==> src/rtl/bmrs_pkg.sv <==
// Shared types and constants for the bitmap run scanner.
// Used by every module of the block; depends on nothing.
package bmrs_pkg;

  localparam int CAPACITY    = 4096;
  localparam int WORD_BITS   = 64;
  localparam int WORD_COUNT  = (CAPACITY + WORD_BITS - 1) / WORD_BITS;
  localparam int IDX_W       = 13;
  localparam int OFF_W       = $clog2(WORD_BITS);
  localparam int WADDR_W     = $clog2(WORD_COUNT);
  localparam int CWORD_W     = IDX_W - OFF_W;
  localparam int CFG_W       = 13;
  localparam int CFG_IDX_W   = 1;
  localparam int QUEUE_DEPTH = 2;
  localparam int QPTR_W      = $clog2(QUEUE_DEPTH);
  localparam int QCNT_W      = $clog2(QUEUE_DEPTH + 1);

  typedef enum logic [2:0] {
    ACT_TEST      = 3'd0,
    ACT_SET       = 3'd1,
    ACT_CLEAR     = 3'd2,
    ACT_RUN_ONES  = 3'd3,
    ACT_RUN_ZEROS = 3'd4,
    ACT_FIND_ZERO = 3'd5
  } action_t;

  typedef enum logic [CFG_IDX_W-1:0] {
    REG_LENGTH = 1'b0,
    REG_FIXED  = 1'b1
  } cfg_reg_t;

  typedef enum logic {
    ST_IDLE,
    ST_EXEC
  } back_state_t;

  // Classified request handed from front to back.
  typedef struct packed {
    action_t              action;
    logic [IDX_W-1:0]     start;
    logic [IDX_W-1:0]     stop;      // clamped exclusive end of the scan
    logic [IDX_W-1:0]     len;       // bits in use, clamped to capacity
    logic                 want;      // bit value a scan keeps running over
    logic                 in_range;  // start below len
    logic                 empty;     // scan has nothing to look at
  } cmd_t;

endpackage

==> src/rtl/bmrs_queue.sv <==
// Short request queue between the front end and the scan engine.
// Depends on bmrs_pkg.
module bmrs_queue import bmrs_pkg::*; (
  input  logic clk,
  input  logic rst,
  input  logic push,
  input  cmd_t cmd_in,
  output logic full,
  input  logic pop,
  output cmd_t head,
  output logic not_empty
);

  cmd_t              slots [QUEUE_DEPTH];
  logic [QPTR_W-1:0] wr_ptr;
  logic [QPTR_W-1:0] rd_ptr;
  logic [QCNT_W-1:0] count;

  assign full      = count == QCNT_W'(QUEUE_DEPTH);
  assign not_empty = count != '0;
  assign head      = slots[rd_ptr];

  always_ff @(posedge clk) begin
    if (push) begin
      slots[wr_ptr] <= cmd_in;
    end
  end

  always_ff @(posedge clk) begin
    if (rst) begin
      wr_ptr <= '0;
      rd_ptr <= '0;
      count  <= '0;
    end else begin
      if (push) begin
        wr_ptr <= (wr_ptr == QPTR_W'(QUEUE_DEPTH - 1)) ? '0 : wr_ptr + 1'b1;
      end
      if (pop) begin
        rd_ptr <= (rd_ptr == QPTR_W'(QUEUE_DEPTH - 1)) ? '0 : rd_ptr + 1'b1;
      end
      if (push && !pop) begin
        count <= count + 1'b1;
      end else if (pop && !push) begin
        count <= count - 1'b1;
      end
    end
  end

endmodule

==> config.mk <==
export PLATFORM = sky130hd
export DESIGN_NAME = bmrs_queue
export DESIGN_NICKNAME = d
export VERILOG_FILES = /design/src/rtl/bmrs_pkg.sv /design/src/rtl/bmrs_queue.sv
export SDC_FILE = /design/constraint.sdc
export NUM_CORES = 1
export LEC_CHECK = 0
export BUFFER_PORTS_ARGS = -buffer_cell sky130_fd_sc_hd__buf_2
export CAP_MARGIN = 20
export CORE_MARGIN = 1
export CORE_UTILIZATION = 51
export CTS_CLUSTER_DIAMETER = 40
export DETAILED_ROUTE_END_ITERATION = 10
export GPL_TIMING_DRIVEN = 0
export PLACE_DENSITY = 0.76
export REMOVE_ABC_BUFFERS = 1
export SYNTH_ARGS = -nofsm -noshare
export SYNTH_HDL_FRONTEND = slang
export SYNTH_SLANG_ARGS = --single-unit
export TNS_END_PERCENT = 50
==> constraint.sdc <==
create_clock -name clk -period 4.3 [get_ports clk]
set_input_delay 0.86 -clock clk [delete_from_list [all_inputs] [get_ports clk]]
set_output_delay 0.86 -clock clk [all_outputs]
set_load 0.01 [all_outputs]
==> Flow_metrics.wiki <==
{| class="wikitable"
! Metric !! Value
|-
| Slack of the worst reg-to-reg path || 2.88 ns
|-
| Max clock buf depth || 2
|-
| Detailed-route wire length || between 5000 and 6000 um
|-
| FILL cells || ~460
|-
| Die width || between 80 and 90 um
|-
| GR Layer Usage met3 || 6.10%
|-
| Arrival @ worst endpoint || between 1.5 and 2 ns
|-
| Commonest cells after routing, fill and taps aside || sky130_fd_sc_hd__buf_2, sky130_fd_sc_hd__edfxtp_1, sky130_fd_sc_hd__mux2_2
|-
| Top cell type's share of synthesized area || about 78%
|-
| P&R area growth vs syn || 22.9%
|-
| Count of non-filler cells in the finished layout || approximately 350
|-
| Ratio of routed vias to standard cells || 5.03
|-
| Layer carrying the most global-route usage || met2
|-
| Synth Register Bits || 95
|-
| Final layout net count || between 300 and 400
|-
| Total clock sinks || 95
|-
| CTS tree || done
|-
| Die H || 84.5 um
|-
| Number of buffers created by CTS || 9
|-
| Category of the worst setup path capture point || primary output
|-
| Hold violation count in the final report || 0
|-
| I/O pin cnt || 96
|-
| Antenna violations before repair || 0
|-
| Worst-Skew Late Latency || 0.35 ns
|-
| Core occupancy in the finished layout || 66.0%
|-
| Max-capacitance violation count || 0
|-
| Number of setup buffers added after CTS || 0
|-
| Clock tree root buffer cell || sky130_fd_sc_hd__clkbuf_8
|-
| Power, Total || approximately 0.0019 W
|-
| Wire per inst || 15.6 um
|-
| Post-detailed-route DRC marker count || 8
|-
| Gp weighted congestion || 0.706
|-
| Global Route Usage Sum || between 10% and 20%
|-
| Worst min-delay path class || reg2reg
|-
| Number of diodes added for antenna fixing || 0
|-
| Starting utilization of the core area || between 50% and 60%
|-
| Synth warnings || 0
|-
| Maximum clock frequency || 378 MHz
|-
| Final period demand of the worst path || 2.65 ns
|-
| Remaining max-slew budget at the tightest pin || 64.3%
|-
| H-tree level count || 3
|-
| Total setup violations reported at the end of the flow || 0
|-
| Static power due to leakage || 1.62 nW
|-
| Max-slew violation count || 0
|-
| Fraction of the cycle the final worst path needs || slightly above 60%
|-
| Number of DRC markers after the initial detailed-route iteration || 94
|-
| CP Max Fanout || 25
|-
| Area occupied by registers || around 2800 sq um
|-
| Cell count after placement || around 330
|-
| Final sum of negative setup slack || 0 ns
|-
| Residual overflow from global routing || 0
|-
| Standard-cell row count || 29
|-
| Worst endpoint required time || 3.44 ns
|-
| Overall via count from detail_route || 1744
|-
| Area of the core || 6460 sq um
|-
| Unrepaired setup endpoints after global routing || false
|-
| Worst slack on hold paths || just over 0.5 ns
|-
| Largest voltage drop on the vdd net || roughly 0.00031 V
|-
| Actual slew at the worst max-slew pin || ~0.54 ns
|-
| Clock-pin transition on the worst setup and hold timing paths || around 0.08 ns
|-
| Power density cells || between 400 and 500 nW/um^2
|-
| Sequential element share of the synthesized area || between 80% and 90%
|-
| IO Port Bufs || 95
|-
| Router iterations before antenna repair || 8
|-
| # hold bufs at CTS || 0
|-
| Violated checks || design-rule violations
|-
| Final HPWL from detailed placement || around 3500 um
|-
| Synth top area cells || sky130_fd_sc_hd__edfxtp_1, sky130_fd_sc_hd__mux2_2, sky130_fd_sc_hd__dfxtp_1, sky130_fd_sc_hd__buf_6, sky130_fd_sc_hd__xnor2_1
|-
| Maximum number of pins on one net before global-route repair || 33
|-
| Met1 GRT Util || 19.5%
|-
| Detail Route Antenna Nets || 0
|-
| DIE AREA || 7140 sq um
|-
| Worst setup path class || reg2out
|-
| Fraction of final layout cells sized beyond drive strength 1 || 59.6%
|-
| Area occupied by multi-input gates || between 600 and 700 sq um
|-
| Critical path launch point type || flip-flop
|-
| Met2 Use GR || 27.8%
|-
| Cell accounting for the most synthesized area || sky130_fd_sc_hd__edfxtp_1
|-
| Number of global-route vias before repair || between 1500 and 2000
|-
| First-pass GRT wire length || about 8600 um
|-
| Outcome || finished, violations left
|-
| Number of gates resized after cts || 0
|-
| Post-synthesis instance area || 3470 sq um
|-
| Number of distinct library cell variants in the gate-level netlist after synthesis || 17
|-
| Most frequent standard cell in the layout excluding fill and tap cells || sky130_fd_sc_hd__buf_2
|-
| Gate count of the mapped netlist || roughly 160
|-
| Clock tree skew after final layout || 0.00626 ns
|-
| Syn Area/Cell || around 21 sq um
|}
## layout make-up
class | count | share of cell area [%]
inverters | 1 | 0.0881
flip-flops and latches | 95 | 65.8
multi-input cells | 61 | 14.6
clock buffers | 10 | 2.99
well taps | 77 | 2.26
clock inverters | 5 | 1.73
repair buffers | 98 | 12.6
## per-stage QoR
step	setup slack (ns)	cell area, sq um
after floorplan	0.984	3420
after global placement	-0.357	3990
after detailed placement	1.97	4060
after CTS	1.58	4260
after global routing	1.52	4260
final	1.65	4260
## cells by family (layout without fill, tap and decap cells)
group,after synthesis,in the layout,share of synthesized area (%)
XOR/XNOR,4,4,1.01
flip-flops,95,95,80.8
adder cells (fa/ha/maj),1,1,0.361
multiplexers,45,45,14.6
AND/OR/NAND/NOR,9,9,1.41
AO/OA/AOI/OAI,2,2,0.288
buffers and inverters,6,114,1.55
## worst max-delay path, cell delays in order, from the launching register on
cell,delay [ns]
sky130_fd_sc_hd__dfxtp_2,0.68
sky130_fd_sc_hd__buf_12,0.26
sky130_fd_sc_hd__mux2_2,0.35
sky130_fd_sc_hd__buf_2,0.14
## registers in the layout (all words and copies together) (netlist names), named ones only
name / cells
slots: 90
rd_ptr: 1
wr_ptr: 1
count: 2
## per-layer routing
metal / share of wire [%] / wire, um
met4: 1.1 / 58
met2: 50 / 2680
met5: 0 / 0
met3: 7.7 / 414
met1: 42 / 2260
## where the power goes
group / switching [W] / internal (W)
combinational: 0.000108 / 0.000112
clock: 0.000280 / 0.000321
sequential: 0.0000229 / 0.00108
## path summary, 6_finish.rpt
path,start,end,cells past startpoint
max,flip-flop,head[15],3
min,count[1],count[1],2
max reg2reg,wr_ptr,slots[1][2],2
min reg2reg,count[1],count[1],2
## Yosys cell counts, drive strengths merged
library cell	instances
edfxtp	90
mux2	45
buf	5
dfxtp	5
nor2	4
xnor2	2
xor2	2
a21oi	1
and2	1
and2b	1
ha	1
inv	1
nor2b	1
o21ai	1
or2	1
or3	1
(Power assumes the default switching activity.)
