<file path="config.mk">
export PLATFORM = sky130hd
export DESIGN_NAME = bmrs_front
export DESIGN_NICKNAME = d
export VERILOG_FILES = /design/src/rtl/bmrs_pkg.sv /design/src/rtl/bmrs_front.sv
export SDC_FILE = /design/constraint.sdc
export NUM_CORES = 1
export LEC_CHECK = 0
export BUFFER_PORTS_ARGS = -buffer_cell sky130_fd_sc_hd__buf_4
export CAP_MARGIN = 20
export CORE_MARGIN = 5
export CORE_UTILIZATION = 40
export CTS_CLUSTER_SIZE = 30
export DETAILED_ROUTE_END_ITERATION = 6
export GPL_TIMING_DRIVEN = 0
export PLACE_DENSITY = 0.84
export SYNTH_ARGS = -nofsm -noshare
export SYNTH_HDL_FRONTEND = slang
export SYNTH_SLANG_ARGS = --single-unit
</file>
<file path="constraint.sdc">
create_clock -name clk -period 3.55 [get_ports clk]
set_input_delay 0.1775 -clock clk [delete_from_list [all_inputs] [get_ports clk]]
set_output_delay 0.1775 -clock clk [all_outputs]
set_load 0.02 [all_outputs]
</file>
<file path="src/rtl/bmrs_pkg.sv">
// Shared types and constants for the bitmap run scanner.
// Used by every module of the block; depends on nothing.
package bmrs_pkg;

  localparam int CAPACITY    = 4096;
  localparam int WORD_BITS   = 64;
  localparam int WORD_COUNT  = (CAPACITY + WORD_BITS - 1) / WORD_BITS;
  localparam int IDX_W       = 13;
  localparam int OFF_W       = $clog2(WORD_BITS);
  localparam int WADDR_W     = $clog2(WORD_COUNT);
  localparam int CWORD_W     = IDX_W - OFF_W;
  localparam int CFG_W       = 13;
  localparam int CFG_IDX_W   = 1;
  localparam int QUEUE_DEPTH = 2;
  localparam int QPTR_W      = $clog2(QUEUE_DEPTH);
  localparam int QCNT_W      = $clog2(QUEUE_DEPTH + 1);

  typedef enum logic [2:0] {
    ACT_TEST      = 3'd0,
    ACT_SET       = 3'd1,
    ACT_CLEAR     = 3'd2,
    ACT_RUN_ONES  = 3'd3,
    ACT_RUN_ZEROS = 3'd4,
    ACT_FIND_ZERO = 3'd5
  } action_t;

  typedef enum logic [CFG_IDX_W-1:0] {
    REG_LENGTH = 1'b0,
    REG_FIXED  = 1'b1
  } cfg_reg_t;

  typedef enum logic {
    ST_IDLE,
    ST_EXEC
  } back_state_t;

  // Classified request handed from front to back.
  typedef struct packed {
    action_t              action;
    logic [IDX_W-1:0]     start;
    logic [IDX_W-1:0]     stop;      // clamped exclusive end of the scan
    logic [IDX_W-1:0]     len;       // bits in use, clamped to capacity
    logic                 want;      // bit value a scan keeps running over
    logic                 in_range;  // start below len
    logic                 empty;     // scan has nothing to look at
  } cmd_t;

endpackage

</file>
<file path="src/rtl/bmrs_front.sv">
// Front end: configuration registers, input acceptance and request classification.
// Depends on bmrs_pkg.
module bmrs_front import bmrs_pkg::*; (
  input  logic                 clk,
  input  logic                 rst,
  input  logic                 cfg_we,
  input  logic [CFG_IDX_W-1:0] cfg_addr,
  input  logic [CFG_W-1:0]     cfg_wdata,
  input  logic                 in_valid,
  output logic                 in_ready,
  input  logic [2:0]           action,
  input  logic [IDX_W-1:0]     start_index,
  input  logic [IDX_W-1:0]     stop_index,
  input  logic                 q_full,
  output logic                 push,
  output cmd_t                 cmd
);

  logic [IDX_W-1:0] length_in_use;
  logic             fixed_length_mode;

  always_ff @(posedge clk) begin
    if (rst) begin
      length_in_use     <= IDX_W'(CAPACITY);
      fixed_length_mode <= 1'b1;
    end else if (cfg_we) begin
      unique case (cfg_reg_t'(cfg_addr))
        REG_LENGTH: length_in_use     <= cfg_wdata[IDX_W-1:0];
        REG_FIXED:  fixed_length_mode <= cfg_wdata[0];
      endcase
    end
  end

  assign in_ready = !q_full;
  assign push     = in_valid && in_ready;

  always_comb begin
    logic [IDX_W-1:0] cap;
    logic [IDX_W-1:0] len;
    logic [IDX_W-1:0] end_c;
    action_t          act;
    cap   = IDX_W'(CAPACITY);
    len   = (length_in_use > cap) ? cap : length_in_use;
    end_c = (stop_index > cap) ? cap : stop_index;
    if (fixed_length_mode && end_c > len) begin
      end_c = len;
    end
    act          = action_t'(action);
    cmd.action   = act;
    cmd.start    = start_index;
    cmd.len      = len;
    cmd.in_range = start_index < len;
    cmd.want     = (act == ACT_RUN_ONES) || (act == ACT_FIND_ZERO);
    // find-first-zero is a ones run that ends at the length in use
    cmd.stop     = (act == ACT_FIND_ZERO) ? len : end_c;
    cmd.empty    = start_index >= cmd.stop;
  end

endmodule

</file>
==> metrics.txt <==
status=finished, violations left; failing checks=setup timing; initial drt markers=114; initial antenna violation count=0; pin count of the biggest net entering global routing=11; largest family of logic cells by synthesized area=adder cells; Die Span X=80.1 um; M3 GR Usage=4.15%; CP endpoint kind=output pin; die area=6410 um2; post-synthesis instance area=1960 um2; worst relative slew slack=slightly above 70%; Synth Area in Compound Gates=between 15 and 20%; share of cells above drive strength 1=50.6%; crit-path max FO=6; clk slew on worst S/H paths=0.06 ns; Worst Clk Skew=0 ns; Total Neg Setup Slack=-0.169 ns; # hold bufs at CTS=0; shortest period the worst path allows=3.72 ns; Post-DP HPWL=roughly 4900 um; Max Cap Viol=0; number of routed nets with antenna violations=0; CTS buffer count=3; total wire length=6830 um; Fill cells=370; Ys Warns=0; busiest layer in global routing=met2; PwrDens=roughly 240 nW/um2; post-synthesis cell type count=36; core region area=4750 um2; critical path required time=3.37 ns; clk_lat worst skew=0.25 ns; Layout area overhead=65.3%; design area=3250 um2; final max-slew violation count=0; GR Util All Layers=about a fifth; Mean Syn Cell Area=approximately 8.1 um2; Final period util=105%; unrepaired setup endpoints after global routing=yes; Hold WC Path Type=primary input to register; Rows=25; post-synthesis mux area share=14.8%; GPL Wtd Cong=0.847; hold violation total from the final report=0; CTS max path bufs=2; die height=80.1 um; met1 Use GR=a little under a quarter; total power=between 0.0007 and 0.0008 W; clk root buf=clkbuf_8; n_diodes=0; Worst VDD drop=0.182 mV; CTS H-tree depth=1; placed cells=between 400 and 500; met2 usage=37.2%; Sink Count=14; Starting Density=between 40% and 50%; Fin Hold WS=0.124 ns; syn nets=328; first-pass GRT wire length=10700 um; DR vias/cell=5.26; top post-synthesis cells by area=ha_1 24%, dfxtp_1 14%, nand2_1 7.5%; achievable frequency=0.269 GHz; crit path launch type=register; number of top-level pins=95; final setup vio count=1; Synth top area share=24.2%; Non-Filler Instances=around 420; DR DRC count=0; worst-margin pin slew=0.443 ns; final setup margin=-0.169 ns; simple-gate share of the synthesized area=between 15 and 20%; critical path type=register to output pin; CP Data Arrival Time=~3.5 ns; wire per inst=~16 um; layout net count=439; register bit total from synthesis=14; placed cell areas=2780 um2; Pleak=1.69 nW; number of global-route vias before repair=2285; Port Buf Inserts=94; TritonCTS clock tree=yes; Syn Inst Count=242; Vias=2205; Synth Area in XOR/XNOR=less than 1%; area share of fa/ha/maj cells after synthesis=about a quarter; DRT Pass-1 Iters=4; GRT overflow=0; post-synth top area cell=ha_1; part of the Yosys area used for sequential elements=14.3%
layout by cell type (no fill, tap or decap), drive strengths merged:
cell type and n:
a211o 2, nor2b 13, xor2 1, a311o 1
o41ai 1, a21boi 3, and2 1, or4 1
o22ai 1, nor4 1, inv 17, o211ai 1
mux2 12, a21oi 25, nand2b 3, ha 38
a22oi 1, nand3b 1, nand2 39, a211oi 1
clkinv 1, a21o 6, dfxtp 14, o21ai 6
nand3 3, nor2 4, buf 125, clkbuf 9
o31ai 1, nand4 5, nor3 2, mux2i 13
critical path, stage by stage, from the launching register on:
cell and delay [ns]:
dfxtp_2 0.34, clkinv_4 0.08, buf_12 0.14, nand2_4 0.06, ha_4 0.27, nand4_1 0.22, nor2_4 0.20, o31ai_4 0.10
a22oi_4 0.24, buf_8 0.15, mux2i_4 0.23, ha_1 0.25, nand2b_4 0.14, a21o_1 0.14, a211o_1 0.27, a211oi_2 0.23
o21ai_2 0.08, buf_6 0.13
logic make-up after synthesis:
kind of cell / count (synthesis)
compound gates: 49
xor+xnor: 1
fa+ha+maj: 38
buf+inv: 42
flops: 14
mux: 25
simple gates: 73
area by class of cell:
cell class              count  area (um2)  share of cell area [%]
multi-input cells         186        1740                    53.5
clock buffers               4        55.1                    1.70
well taps                  67        83.8                    2.58
plain buffers              24         186                    5.74
inverters                  18        72.6                    2.24
repair buffers            106         831                    25.6
flip-flops and latches     14         282                    8.67
per-layer routing:
layer	up-vias	part of all wire, %
met3	30	6.8
li1	1051	-
met5	-	0
met1	1021	38
met2	103	50
met4	0	5.2
metrics by stage:
stage,worst slack (ns),utilization [%]
after global routing,-0.302,68.3
after CTS,-0.177,68.1
final,-0.169,68.3
after floorplan,0.00596,-
after detailed placement,-0.532,58.5
after global placement,-0.487,58.5
flip-flops by register name, indices dropped and copies added (netlist names):
signal	flops
fixed_length_mode	1
length_in_use	13
timing repair:
item | 4_1_cts | 5_1_grt
gates resized for setup | 50 | 5
setup buffers | 11 | 0
pin swaps | 17 | 5
setup endpoints to repair | 1 | 1
gates cloned | 1 | 0
Yosys cell counts, drive strengths merged:
master / count
nand2: 39
ha: 38
a21oi: 25
buf: 19
inv: 18
dfxtp: 14
mux2i: 13
nor2b: 13
mux2: 12
a21o: 6
o21ai: 6
clkbuf: 5
nand4: 5
nor2: 4
a21boi: 3
nand2b: 3
nand3: 3
a211o: 2
nor3: 2
a211oi: 1
a22oi: 1
a311o: 1
and2: 1
nand3b: 1
nor4: 1
o211ai: 1
o22ai: 1
o31ai: 1
o41ai: 1
or4: 1
xor2: 1
worst paths after layout:
path	end	cells past startpoint	slack, ns	start
setup / recovery	cmd[0]	17	-0.17	length_in_use[12]
hold / removal	length_in_use[1]	2	0.12	rst
setup reg to reg	length_in_use[12]	4	2.59	length_in_use[12]
hold reg to reg	length_in_use[0]	2	0.47	length_in_use[0]
where the power goes:
| group | leakage (nW) | total, W | switching (W) | internal (W) |
|---|---|---|---|---|
| sequential | 0.114 | 0.000173 | 0.00000800 | 0.000165 |
| combinational | 1.55 | 0.000457 | 0.000225 | 0.000232 |
| clock | 0.0288 | 0.000155 | 0.0000570 | 0.0000983 |
| total | 1.69 | 0.000785 | 0.000290 | 0.000496 |
No activity file was read; power rests on OpenSTA's default activity.
